`src/dds_pkg.sv`:
```
// ----------------------------------------------------------------------------
// dds_pkg: shared types and constants for the dense shortest-path engine
// Field widths, request codes and default sizing used by the interfaces,
// the arithmetic unit and the top level.
// ----------------------------------------------------------------------------
package dds_pkg;

    // Default sizing of the node set and of a stored edge weight
    localparam int MAX_NODES_DEF   = 16;
    localparam int WEIGHT_BITS_DEF = 12;

    // Fixed field widths of the channels
    localparam int NODE_FIELD_W   = 4;
    localparam int WEIGHT_FIELD_W = 12;
    localparam int COUNT_W        = 5;
    localparam int DIST_W         = 16;

    // Distance saturation point, node count after reset and minimum node count
    localparam logic [DIST_W-1:0]  DIST_MAX         = 16'hFFFF;
    localparam logic [COUNT_W-1:0] NODE_COUNT_RESET = 5'd10;
    localparam logic [COUNT_W-1:0] NODE_COUNT_MIN   = 5'd2;

    // Request codes
    typedef enum logic
    {
        OP_LOAD = 1'b0,
        OP_RUN  = 1'b1
    } op_t;

endpackage

```
`src/dds_if.sv`:
```
// ----------------------------------------------------------------------------
// dds_if: valid/ready channels of the shortest-path engine
// Request channel, result channel and node-count write channel.
// ----------------------------------------------------------------------------
interface dds_req_if;
    logic                                   valid;
    logic                                   ready;
    dds_pkg::op_t                           operation;
    logic [dds_pkg::NODE_FIELD_W-1:0]       from_node;
    logic [dds_pkg::NODE_FIELD_W-1:0]       to_node;
    logic [dds_pkg::WEIGHT_FIELD_W-1:0]     edge_weight;
    logic [dds_pkg::NODE_FIELD_W-1:0]       source_node;

    modport source
    (
        output valid, operation, from_node, to_node, edge_weight, source_node,
        input  ready
    );
    modport sink
    (
        input  valid, operation, from_node, to_node, edge_weight, source_node,
        output ready
    );
endinterface

interface dds_res_if;
    logic                               valid;
    logic                               ready;
    logic [dds_pkg::NODE_FIELD_W-1:0]   node_index;
    logic [dds_pkg::DIST_W-1:0]         path_distance;
    logic [dds_pkg::NODE_FIELD_W-1:0]   predecessor;
    logic                               reachable;
    logic                               last_result;

    modport source
    (
        output valid, node_index, path_distance, predecessor, reachable, last_result,
        input  ready
    );
    modport sink
    (
        input  valid, node_index, path_distance, predecessor, reachable, last_result,
        output ready
    );
endinterface

interface dds_cfg_if;
    logic                           valid;
    logic                           ready;
    logic [dds_pkg::COUNT_W-1:0]    node_count;

    modport source
    (
        output valid, node_count,
        input  ready
    );
    modport sink
    (
        input  valid, node_count,
        output ready
    );
endinterface

```
`src/dds_ram.sv`:
```
// ----------------------------------------------------------------------------
// dds_ram: generic single-write, single-read RAM
// One write port and one read port, read data registered.
// ----------------------------------------------------------------------------
module dds_ram #(
    parameter int WIDTH = 8,
    parameter int DEPTH = 16
) (
    input  logic                     clk,
    input  logic                     we,
    input  logic [$clog2(DEPTH)-1:0] waddr,
    input  logic [WIDTH-1:0]         wdata,
    input  logic [$clog2(DEPTH)-1:0] raddr,
    output logic [WIDTH-1:0]         rdata
);

    logic [WIDTH-1:0] mem [DEPTH];

    // Write, then register the read word
    always_ff @(posedge clk)
    begin
        if (we)
        begin
            mem[waddr] <= wdata;
        end
        rdata <= mem[raddr];
    end

endmodule

```
`src/dds_unit.sv`:
```
// ----------------------------------------------------------------------------
// dds_unit: shared saturating add and compare unit
// Select pass: flags a stored distance below the running minimum.
// Relax pass: forms base plus edge weight, saturated, and flags it below
// the stored distance.
// ----------------------------------------------------------------------------
module dds_unit #(
    parameter int WEIGHT_BITS = dds_pkg::WEIGHT_BITS_DEF
) (
    input  logic                       relax_mode,
    input  logic [dds_pkg::DIST_W-1:0] base,
    input  logic [WEIGHT_BITS-1:0]     weight,
    input  logic [dds_pkg::DIST_W-1:0] stored,
    output logic [dds_pkg::DIST_W-1:0] sum,
    output logic                       less
);

    localparam int SUM_W = ((WEIGHT_BITS > dds_pkg::DIST_W) ? WEIGHT_BITS : dds_pkg::DIST_W) + 1;

    logic [SUM_W-1:0]           raw_sum;
    logic [dds_pkg::DIST_W-1:0] cmp_a;
    logic [dds_pkg::DIST_W-1:0] cmp_b;

    // Add and clamp to the distance range
    always_comb
    begin
        raw_sum = SUM_W'(base) + SUM_W'(weight);
        if (raw_sum > SUM_W'(dds_pkg::DIST_MAX))
        begin
            sum = dds_pkg::DIST_MAX;
        end
        else
        begin
            sum = raw_sum[dds_pkg::DIST_W-1:0];
        end
    end

    // Steer the comparator by pass
    always_comb
    begin
        cmp_a = relax_mode ? sum    : stored;
        cmp_b = relax_mode ? stored : base;
        less  = cmp_a < cmp_b;
    end

endmodule

```
`src/dense_dijkstra_shortest_paths.sv`:
```
// ----------------------------------------------------------------------------
// dense_dijkstra_shortest_paths: single-source shortest paths, dense matrix
// Loads edge weights into a matrix RAM, then on a run request settles nodes
// nearest first and streams distance and predecessor for each other node.
//
//  Channel  Dir  Handshake      Carries
//  req      in   valid/ready    operation, from_node, to_node, edge_weight,
//                               source_node
//  res      out  valid/ready    node_index, path_distance, predecessor,
//                               reachable, last_result
//  cfg      in   valid/ready    node_count (always ready)
//
//  A load request writes the weight RAM as it is taken. A run has a setup
//  step, then for each settled node a select scan and a relax scan, one more
//  select scan unless every node settled, a step to skip the source unless it
//  is node n-1, and a read, a load and a wait on res for each result.
//  Both scans pass through one node RAM read port and one weight RAM read
//  port, one entry a cycle; all compares and adds share one unit.
//  req is not ready from the start of a run until its last result is taken.
//  Reset needs no clearing pass; the RAMs hold no reset state.
// ----------------------------------------------------------------------------
module dense_dijkstra_shortest_paths #(
    parameter int MAX_NODES   = dds_pkg::MAX_NODES_DEF,
    parameter int WEIGHT_BITS = dds_pkg::WEIGHT_BITS_DEF
) (
    input  logic      clk,
    input  logic      rst_n,
    dds_req_if.sink   req,
    dds_res_if.source res,
    dds_cfg_if.sink   cfg
);

    localparam int NODE_W  = (MAX_NODES > 1) ? $clog2(MAX_NODES) : 1;
    localparam int CNT_W   = $clog2(MAX_NODES + 1);
    localparam int WADDR_W = $clog2(MAX_NODES * MAX_NODES);
    localparam int NRAM_W  = dds_pkg::DIST_W + NODE_W;

    typedef enum logic [6:0]
    {
        ST_IDLE     = 7'b0000001,
        ST_INIT     = 7'b0000010,
        ST_SEL      = 7'b0000100,
        ST_RELAX    = 7'b0001000,
        ST_OUT_RD   = 7'b0010000,
        ST_OUT_LD   = 7'b0100000,
        ST_OUT_WAIT = 7'b1000000
    } state_t;

    state_t                       state_reg,   state_next;
    logic [CNT_W-1:0]             idx_reg,     idx_next;
    logic [NODE_W-1:0]            idx_d_reg,   idx_d_next;
    logic                         stg_vld_reg, stg_vld_next;
    logic                         found_reg,   found_next;
    logic [CNT_W-1:0]             settled_reg, settled_next;
    logic [MAX_NODES-1:0]         reach_reg,   reach_next;
    logic [MAX_NODES-1:0]         visited_reg, visited_next;
    logic                         res_vld_reg, res_vld_next;
    logic [dds_pkg::COUNT_W-1:0]  node_cnt_reg;
    logic [NODE_W-1:0]            pick_reg,    pick_next;
    logic [dds_pkg::DIST_W-1:0]   min_reg,     min_next;
    logic [NODE_W-1:0]            src_reg,     src_next;

    logic [dds_pkg::NODE_FIELD_W-1:0] node_index_reg;
    logic [dds_pkg::DIST_W-1:0]       distance_reg;
    logic [dds_pkg::NODE_FIELD_W-1:0] predecessor_reg;
    logic                             reachable_reg;
    logic                             last_reg;

    logic [CNT_W-1:0]           n_use;
    logic [CNT_W-1:0]           n_m1;
    logic [CNT_W-1:0]           n_m2;
    logic [NODE_W-1:0]          idx_low;
    logic                       req_fire;
    logic                       load_ok;
    logic                       scan_done;
    logic                       is_last;
    logic                       load_out;

    logic                       w_we;
    logic [WADDR_W-1:0]         w_waddr;
    logic [WADDR_W-1:0]         w_raddr;
    logic [WEIGHT_BITS-1:0]     w_rdata;

    logic                       n_we;
    logic [NODE_W-1:0]          n_waddr;
    logic [NRAM_W-1:0]          n_wdata;
    logic [NRAM_W-1:0]          n_rdata;
    logic [dds_pkg::DIST_W-1:0] rd_dist;
    logic [NODE_W-1:0]          rd_prev;

    logic                       relax_mode;
    logic [dds_pkg::DIST_W-1:0] cand;
    logic                       less;
    logic                       sel_take;
    logic                       relax_take;

    // Clamp the node count to the supported range
    always_comb
    begin
        if (node_cnt_reg < dds_pkg::NODE_COUNT_MIN)
        begin
            n_use = CNT_W'(2);
        end
        else if (int'(node_cnt_reg) > MAX_NODES)
        begin
            n_use = CNT_W'(MAX_NODES);
        end
        else
        begin
            n_use = CNT_W'(node_cnt_reg);
        end
        n_m1 = n_use - CNT_W'(1);
        n_m2 = n_use - CNT_W'(2);
    end

    // Handshakes
    assign req.ready = (state_reg == ST_IDLE);
    assign cfg.ready = 1'b1;
    assign req_fire  = req.valid && req.ready;
    assign idx_low   = idx_reg[NODE_W-1:0];

    assign res.valid         = res_vld_reg;
    assign res.node_index    = node_index_reg;
    assign res.path_distance = distance_reg;
    assign res.predecessor   = predecessor_reg;
    assign res.reachable     = reachable_reg;
    assign res.last_result   = last_reg;

    // Weight matrix: write on load, read row of the picked node on relax
    assign load_ok = req_fire && (req.operation == dds_pkg::OP_LOAD)
                     && (int'(req.from_node) < MAX_NODES)
                     && (int'(req.to_node) < MAX_NODES);
    assign w_we    = load_ok;
    assign w_waddr = WADDR_W'(WADDR_W'(req.from_node) * WADDR_W'(MAX_NODES)
                              + WADDR_W'(req.to_node));
    assign w_raddr = WADDR_W'(WADDR_W'(pick_reg) * WADDR_W'(MAX_NODES)
                              + WADDR_W'(idx_low));

    dds_ram #(
        .WIDTH (WEIGHT_BITS),
        .DEPTH (MAX_NODES * MAX_NODES)
    ) u_weight_ram (
        .clk   (clk),
        .we    (w_we),
        .waddr (w_waddr),
        .wdata (WEIGHT_BITS'(req.edge_weight)),
        .raddr (w_raddr),
        .rdata (w_rdata)
    );

    // Node table: distance and predecessor, valid where reach bit is set
    dds_ram #(
        .WIDTH (NRAM_W),
        .DEPTH (MAX_NODES)
    ) u_node_ram (
        .clk   (clk),
        .we    (n_we),
        .waddr (n_waddr),
        .wdata (n_wdata),
        .raddr (idx_low),
        .rdata (n_rdata)
    );

    assign rd_dist = n_rdata[NRAM_W-1:NODE_W];
    assign rd_prev = n_rdata[NODE_W-1:0];

    // Shared add and compare
    assign relax_mode = (state_reg == ST_RELAX);

    dds_unit #(
        .WEIGHT_BITS (WEIGHT_BITS)
    ) u_unit (
        .relax_mode (relax_mode),
        .base       (min_reg),
        .weight     (w_rdata),
        .stored     (rd_dist),
        .sum        (cand),
        .less       (less)
    );

    // Evaluate the entry returned by the RAMs
    assign sel_take   = stg_vld_reg && !visited_reg[idx_d_reg] && reach_reg[idx_d_reg]
                        && (!found_reg || less);
    assign relax_take = stg_vld_reg && !visited_reg[idx_d_reg] && (w_rdata != '0)
                        && (!reach_reg[idx_d_reg] || less);
    assign scan_done  = (idx_reg == n_use) && !stg_vld_reg;
    assign is_last    = (idx_reg == n_m1)
                        || ((idx_reg == n_m2) && (CNT_W'(src_reg) == n_m1));

    // Node table write: seed the source, then improved distances
    always_comb
    begin
        n_we    = 1'b0;
        n_waddr = idx_d_reg;
        n_wdata = {cand, pick_reg};
        if (state_reg == ST_INIT)
        begin
            n_we    = 1'b1;
            n_waddr = src_reg;
            n_wdata = {dds_pkg::DIST_W'(0), src_reg};
        end
        else if (state_reg == ST_RELAX)
        begin
            n_we = relax_take;
        end
    end

    // Sequencer
    always_comb
    begin
        state_next   = state_reg;
        idx_next     = idx_reg;
        idx_d_next   = idx_low;
        stg_vld_next = 1'b0;
        found_next   = found_reg;
        settled_next = settled_reg;
        reach_next   = reach_reg;
        visited_next = visited_reg;
        res_vld_next = res_vld_reg;
        pick_next    = pick_reg;
        min_next     = min_reg;
        src_next     = src_reg;
        load_out     = 1'b0;

        unique case (state_reg)
            ST_IDLE:
            begin
                if (req_fire && (req.operation == dds_pkg::OP_RUN)
                    && (int'(req.source_node) < int'(n_use)))
                begin
                    src_next   = NODE_W'(req.source_node);
                    state_next = ST_INIT;
                end
            end
            ST_INIT:
            begin
                reach_next          = '0;
                reach_next[src_reg] = 1'b1;
                visited_next        = '0;
                settled_next        = '0;
                idx_next            = '0;
                found_next          = 1'b0;
                state_next          = ST_SEL;
            end
            ST_SEL:
            begin
                if (idx_reg != n_use)
                begin
                    idx_next     = CNT_W'(idx_reg + 1'b1);
                    stg_vld_next = 1'b1;
                end
                if (sel_take)
                begin
                    found_next = 1'b1;
                    pick_next  = idx_d_reg;
                    min_next   = rd_dist;
                end
                if (scan_done)
                begin
                    idx_next = '0;
                    if (found_reg)
                    begin
                        visited_next[pick_reg] = 1'b1;
                        settled_next           = CNT_W'(settled_reg + 1'b1);
                        state_next             = ST_RELAX;
                    end
                    else
                    begin
                        state_next = ST_OUT_RD;
                    end
                end
            end
            ST_RELAX:
            begin
                if (idx_reg != n_use)
                begin
                    idx_next     = CNT_W'(idx_reg + 1'b1);
                    stg_vld_next = 1'b1;
                end
                if (relax_take)
                begin
                    reach_next[idx_d_reg] = 1'b1;
                end
                if (scan_done)
                begin
                    idx_next   = '0;
                    found_next = 1'b0;
                    state_next = (settled_reg == n_use) ? ST_OUT_RD : ST_SEL;
                end
            end
            ST_OUT_RD:
            begin
                if (idx_reg == n_use)
                begin
                    state_next = ST_IDLE;
                end
                else if (idx_reg == CNT_W'(src_reg))
                begin
                    idx_next = CNT_W'(idx_reg + 1'b1);
                end
                else
                begin
                    state_next = ST_OUT_LD;
                end
            end
            ST_OUT_LD:
            begin
                load_out     = 1'b1;
                res_vld_next = 1'b1;
                state_next   = ST_OUT_WAIT;
            end
            ST_OUT_WAIT:
            begin
                if (res.ready)
                begin
                    res_vld_next = 1'b0;
                    if (last_reg)
                    begin
                        state_next = ST_IDLE;
                    end
                    else
                    begin
                        idx_next   = CNT_W'(idx_reg + 1'b1);
                        state_next = ST_OUT_RD;
                    end
                end
            end
            default:
            begin
                state_next = ST_IDLE;
            end
        endcase
    end

    // Control registers
    always_ff @(posedge clk or negedge rst_n)
    begin
        if (!rst_n)
        begin
            state_reg    <= ST_IDLE;
            idx_reg      <= '0;
            idx_d_reg    <= '0;
            stg_vld_reg  <= 1'b0;
            found_reg    <= 1'b0;
            settled_reg  <= '0;
            reach_reg    <= '0;
            visited_reg  <= '0;
            res_vld_reg  <= 1'b0;
            node_cnt_reg <= dds_pkg::NODE_COUNT_RESET;
        end
        else
        begin
            state_reg   <= state_next;
            idx_reg     <= idx_next;
            idx_d_reg   <= idx_d_next;
            stg_vld_reg <= stg_vld_next;
            found_reg   <= found_next;
            settled_reg <= settled_next;
            reach_reg   <= reach_next;
            visited_reg <= visited_next;
            res_vld_reg <= res_vld_next;
            if (cfg.valid && cfg.ready)
            begin
                node_cnt_reg <= cfg.node_count;
            end
        end
    end

    // Payload registers
    always_ff @(posedge clk)
    begin
        pick_reg <= pick_next;
        min_reg  <= min_next;
        src_reg  <= src_next;
        if (load_out)
        begin
            node_index_reg  <= dds_pkg::NODE_FIELD_W'(idx_low);
            distance_reg    <= reach_reg[idx_low] ? rd_dist : '0;
            predecessor_reg <= dds_pkg::NODE_FIELD_W'(reach_reg[idx_low] ? rd_prev : src_reg);
            reachable_reg   <= reach_reg[idx_low];
            last_reg        <= is_last;
        end
    end

    // Checks
    a_no_overlap: assert property (@(posedge clk) disable iff (!rst_n)
        res.valid |-> !req.ready)
        else $error("result pending while request channel is ready");

    a_pick_unvisited: assert property (@(posedge clk) disable iff (!rst_n)
        (state_reg == ST_SEL) && scan_done && found_reg |-> !visited_reg[pick_reg])
        else $error("select picked an already settled node");

    a_relax_unvisited: assert property (@(posedge clk) disable iff (!rst_n)
        (state_reg == ST_RELAX) && n_we |-> !visited_reg[n_waddr])
        else $error("relax wrote a settled node");

    a_settled_bound: assert property (@(posedge clk) disable iff (!rst_n)
        (state_reg == ST_SEL) || (state_reg == ST_RELAX) |-> settled_reg <= n_use)
        else $error("settled count beyond node count");

    a_last_ends_run: assert property (@(posedge clk) disable iff (!rst_n)
        res.valid && res.ready && res.last_result |=> (state_reg == ST_IDLE))
        else $error("run continued after final result");

endmodule
```
`src/flat_wrapper.sv`:
```
// flat-port wrapper written by rule: the top's interface ports become plain ports
module dense_dijkstra_shortest_paths_flat 
#(
    parameter int MAX_NODES   = dds_pkg::MAX_NODES_DEF,
    parameter int WEIGHT_BITS = dds_pkg::WEIGHT_BITS_DEF
)
  (clk, rst_n, req_valid, req_operation, req_from_node, req_to_node, req_edge_weight, req_source_node, req_ready, res_valid, res_node_index, res_path_distance, res_predecessor, res_reachable, res_last_result, res_ready, cfg_valid, cfg_node_count, cfg_ready);
  dds_req_if req_i ();
  dds_res_if res_i ();
  dds_cfg_if cfg_i ();
  input  logic clk;
  input  logic rst_n;
  input wire logic [$bits(req_i.valid)-1:0] req_valid;
  input wire logic [$bits(req_i.operation)-1:0] req_operation;
  input wire logic [$bits(req_i.from_node)-1:0] req_from_node;
  input wire logic [$bits(req_i.to_node)-1:0] req_to_node;
  input wire logic [$bits(req_i.edge_weight)-1:0] req_edge_weight;
  input wire logic [$bits(req_i.source_node)-1:0] req_source_node;
  output wire logic [$bits(req_i.ready)-1:0] req_ready;
  output wire logic [$bits(res_i.valid)-1:0] res_valid;
  output wire logic [$bits(res_i.node_index)-1:0] res_node_index;
  output wire logic [$bits(res_i.path_distance)-1:0] res_path_distance;
  output wire logic [$bits(res_i.predecessor)-1:0] res_predecessor;
  output wire logic [$bits(res_i.reachable)-1:0] res_reachable;
  output wire logic [$bits(res_i.last_result)-1:0] res_last_result;
  input wire logic [$bits(res_i.ready)-1:0] res_ready;
  input wire logic [$bits(cfg_i.valid)-1:0] cfg_valid;
  input wire logic [$bits(cfg_i.node_count)-1:0] cfg_node_count;
  output wire logic [$bits(cfg_i.ready)-1:0] cfg_ready;
  assign req_i.valid = req_valid;
  assign req_i.operation = req_operation;
  assign req_i.from_node = req_from_node;
  assign req_i.to_node = req_to_node;
  assign req_i.edge_weight = req_edge_weight;
  assign req_i.source_node = req_source_node;
  assign req_ready = req_i.ready;
  assign res_valid = res_i.valid;
  assign res_node_index = res_i.node_index;
  assign res_path_distance = res_i.path_distance;
  assign res_predecessor = res_i.predecessor;
  assign res_reachable = res_i.reachable;
  assign res_last_result = res_i.last_result;
  assign res_i.ready = res_ready;
  assign cfg_i.valid = cfg_valid;
  assign cfg_i.node_count = cfg_node_count;
  assign cfg_ready = cfg_i.ready;
  dense_dijkstra_shortest_paths #(.MAX_NODES(MAX_NODES), .WEIGHT_BITS(WEIGHT_BITS)) u_core (.clk(clk), .rst_n(rst_n), .req(req_i), .res(res_i), .cfg(cfg_i));
endmodule
```
`config.mk`:
```
export PLATFORM = sky130hd
export DESIGN_NAME = dense_dijkstra_shortest_paths_flat
export DESIGN_NICKNAME = d
export VERILOG_FILES = /design/src/dds_pkg.sv /design/src/dds_if.sv /design/src/dds_ram.sv /design/src/dds_unit.sv /design/src/dense_dijkstra_shortest_paths.sv /design/src/flat_wrapper.sv
export SDC_FILE = /design/constraint.sdc
export NUM_CORES = 2
export LEC_CHECK = 0
export ABC_AREA = 1
export BUFFER_PORTS_ARGS = -buffer_cell sky130_fd_sc_hd__buf_2
export CORE_UTILIZATION = 45
export DETAILED_ROUTE_END_ITERATION = 8
export PLACE_DENSITY_LB_ADDON = 0.2
export SYNTH_ARGS = -nofsm -noshare
export SYNTH_HDL_FRONTEND = slang
export SYNTH_SLANG_ARGS = --single-unit
```
`constraint.sdc`:
```
create_clock -name clk -period 6.3 [get_ports clk]
set_input_delay 0 -clock clk [delete_from_list [all_inputs] [get_ports clk]]
set_output_delay 0 -clock clk [all_outputs]
set_load 0.02 [all_outputs]
```
==> results.txt <==
CP Capture Point: u_core.u_node_ram.mem[10][1]
FF-to-FF setup slack: 1160 ps
initial drt markers: 11184
Initial Util: 45.2%
Relative slew margins: 10.0%
Worst-Skew Late Latency: 930 ps
post-DP HPWL: 240000 um
Post-synth EDFFs: 3442
arrival time worst endpoint: 5730 ps
sequential element share of the synthesized area: 74.9%
Sw Ratio: 34.6%
share of layout cells above drive strength 1: 9.92%
Worst-path clk slew: 60 ps
power share of the sequential group: 41.2%
Comb pwr share: 27.0%
Power Density: 411 mW/mm2
Final setup viols: 0
synthesized instance count: 10517
ys async rst share: 1.73%
DRC viols: 0
Fin Clk Skew: 32.4 ps
design area: 0.159 mm2
Top cell by count, worst path: nand2_1
clk sinks: 3535
status: completed
hold_sp: req_from_node[0]
R2R cell count: 21
WL final: 421000 um
ys flop type: edfxtp_1
Fmax: 194 MHz
WHS: 74.9 ps
maximum VDD drop: 376 uV
RR Startpoint: u_core.min_reg[3]
CP max stage cell: inv_1
CTS H-tree lvls: 5
routability cong.: 0.890
most frequent cells in the layout: 3442 x edfxtp_1, 2080 x nor2_1, 1732 x o21ai_0, 560 x o221ai_1, 369 x clkbuf_16
register bit total from synthesis: 3535
initial antenna violation count: 18
vias in the first global route: 86966
Final #Nets: 10686
routed via count: 91385
WP data required: 6890 ps
clk buf depth: 4
Die Area: 0.316 mm2
post-CTS setup buffers: 0
CTS tree: done
num ports: 64
max cap viols: 0
Hold Path Class: input pin to flip-flop
CP max FO: 16
Static Leak: 50.8 nW
Clock Power Share: 31.9%
GRT Residual Overflow: 0
startpoint types: flip-flop
Layout area overhead: 12.6%
crit path capture type: flip-flop
post-synthesis net count: 10588
antenna-violating nets left: 0
placed cell areas: 0.147 mm2
slew of the pin with the lowest slew margin: 1340 ps
Largest regs: u_core.u_weight_ram.mem: 3072 flops, u_core.u_node_ram.mem: 320 flops, u_core.u_node_ram.rdata: 20 flops
commonest non-fill, non-tap cell in the layout: edfxtp_1
fin. max-slew vios: 0
root buffer cell: clkbuf_16
register with the most flip-flops: u_core.u_weight_ram.mem
total CTS buffers: 363
number of iterations in the first detailed-routing pass: 6
worst setup path class: flip-flop to flip-flop
row count: 205
r2r endpoint: u_core.u_node_ram.mem[10][1]
Syn Area/Cell: 13.4 um2
CTS resizes: 0
RSZ-0062 raised after global routing: no
first-pass GRT wire length: 605000 um
hold path cells: 4
IO Port Bufs: 62
vias per std cell: 6.08
Yosys cell types: 68
Syn. warnings: 0
Setup TNS Final: 0 ps
Chip Width: 562 um
Sw Pwr: 22.6 mW
CP cell instances: ha_1 -> or2_2 -> nand3_1 -> nand2_1 -> nand2_1 -> nand2_1 -> inv_1 -> o21ai_0 -> a21oi_1 -> o21ai_0 -> ha_1 -> a21oi_1 -> nor2_1 -> a2111oi_0 -> nand2_1 -> nand2_1 -> nand2_1 -> nand2_2 -> nand3_1 -> nor2_2 -> buf_4
Largest stage delay, worst path: 510 ps
max reg flops: 3072
period utilisation layout: 81.6%
fill count: 26148
core area: 0.312 mm2
final hold viol count: 0
crit path from: u_core.min_reg[3]
Post-Syn Area: 0.141 mm2
WL/cell: 28.0 um
internal power: 42.7 mW
die height: 562 um
minimum clock period: 5140 ps
largest net degree at the start of global routing: 188
gr usage total: 26.1%
-- cell usage after synthesis (5+ instances only) --
| cell type | instances | area (um2) |
|---|---|---|
| a21oi_1 | 196 | 981 |
| nor4_1 | 7 | 43.8 |
| a22o_1 | 6 | 52.6 |
| o21ai_0 | 1732 | 8670 |
| buf_2 | 211 | 1060 |
| buf_4 | 20 | 150 |
| clkbuf_1 | 475 | 1780 |
| or2_1 | 27 | 169 |
| buf_1 | 32 | 120 |
| dfrtp_1 | 58 | 1450 |
| o21ai_1 | 95 | 475 |
| or2_2 | 13 | 81.3 |
| nand4_1 | 26 | 163 |
| nor3_1 | 5 | 25.0 |
| nor2_4 | 5 | 56.3 |
| dfxtp_1 | 32 | 641 |
| o31ai_1 | 23 | 173 |
| a221oi_1 | 6 | 52.6 |
| ha_1 | 35 | 438 |
| o221ai_1 | 560 | 4900 |
| edfxtp_1 | 3442 | 103000 |
| nand2_2 | 23 | 144 |
| o211ai_1 | 255 | 1910 |
| inv_2 | 8 | 30.0 |
| buf_6 | 41 | 462 |
| a31oi_1 | 13 | 81.3 |
| nor2_2 | 5 | 31.3 |
| xnor2_1 | 6 | 52.6 |
| nand2_1 | 326 | 1220 |
| inv_1 | 154 | 578 |
| o22ai_1 | 300 | 1880 |
| mux2i_1 | 6 | 60.1 |
| nor2_1 | 2099 | 7880 |
| nand3_1 | 194 | 971 |
| xor2_1 | 18 | 158 |
-- cell type report --
| class | instances | area (um2) | share of cell area [%] |
|---|---|---|---|
| antenna | 4 | 10.0 | 0.00631 |
| sequential | 3535 | 106000 | 66.5 |
| multi-input combinational | 6034 | 31400 | 19.8 |
| timing repair buffer | 515 | 4580 | 2.88 |
| inverter | 166 | 662 | 0.417 |
| clock buffer | 456 | 9610 | 6.06 |
| clock inverter | 191 | 1710 | 1.08 |
| tap | 4140 | 5180 | 3.26 |
-- power by group through the flow --
stage	clock network [mW]	registers, mW	logic, mW
6_report	20.8	26.9	17.6
5_1_grt	21.9	26.9	18.8
4_1_cts	21.0	26.9	17.5
3_5_place_dp	0	27.4	17.4
3_3_place_gp	0	27.4	17.1
2_1_floorplan	0	27.0	10.3
-- worst max-delay path: cells and delay by family, from the launching register on --
family | cells | cell delay (ps)
AND/OR/NAND/NOR | 12 | 1800
AO/OA/AOI/OAI | 5 | 1100
buffers and inverters | 2 | 830
adder cells (fa/ha/maj) | 2 | 640
flip-flops | 1 | 400
-- worst min-delay path by stage --
stage and end:
2_1_floorplan u_core.found_reg, 3_3_place_gp u_core.src_reg[1], 3_5_place_dp u_core.src_reg[3], 4_1_cts u_core.u_weight_ram.mem[74][5]
5_1_grt u_core.u_weight_ram.mem[74][8], 6_report u_core.u_weight_ram.mem[74][5]
-- per-layer routing --
metal	vias up	global-route usage, %	share of wire [%]
li1	40078	-	-
met1	46229	36.7	41
met2	4295	41.0	46
met3	777	3.67	8.1
met4	6	10.3	4.2
met5	-	0	0.0095
-- timing repair --
action	4_1_cts	5_1_grt
hold endpoints to repair	1534	0
endpoints found under the setup margin	0	0
hold buffers	58	0
-- through the flow --
step / cells / setup WS [ps] / util, % / total power [mW]
after floorplan: 10517 / 1850 / - / 37.4
after global placement: 14332 / 1070 / 47.1 / 44.5
after detailed placement: 14332 / 1260 / 47.1 / 44.7
after CTS: 15037 / 1240 / 50.9 / 65.4
after global routing: 15039 / 834 / 50.9 / 67.5
final: 15041 / 1160 / 50.9 / 65.3
-- cell families after synthesis --
kind of cell	synth area share, %
other	0.00266
XOR/XNOR	0.184
multiplexers	0.0506
flip-flops	74.9
adder cells (fa/ha/maj)	0.325
AO/OA/AOI/OAI	13.8
buffers and inverters	2.99
AND/OR/NAND/NOR	7.82
(Power assumes the default switching activity.)
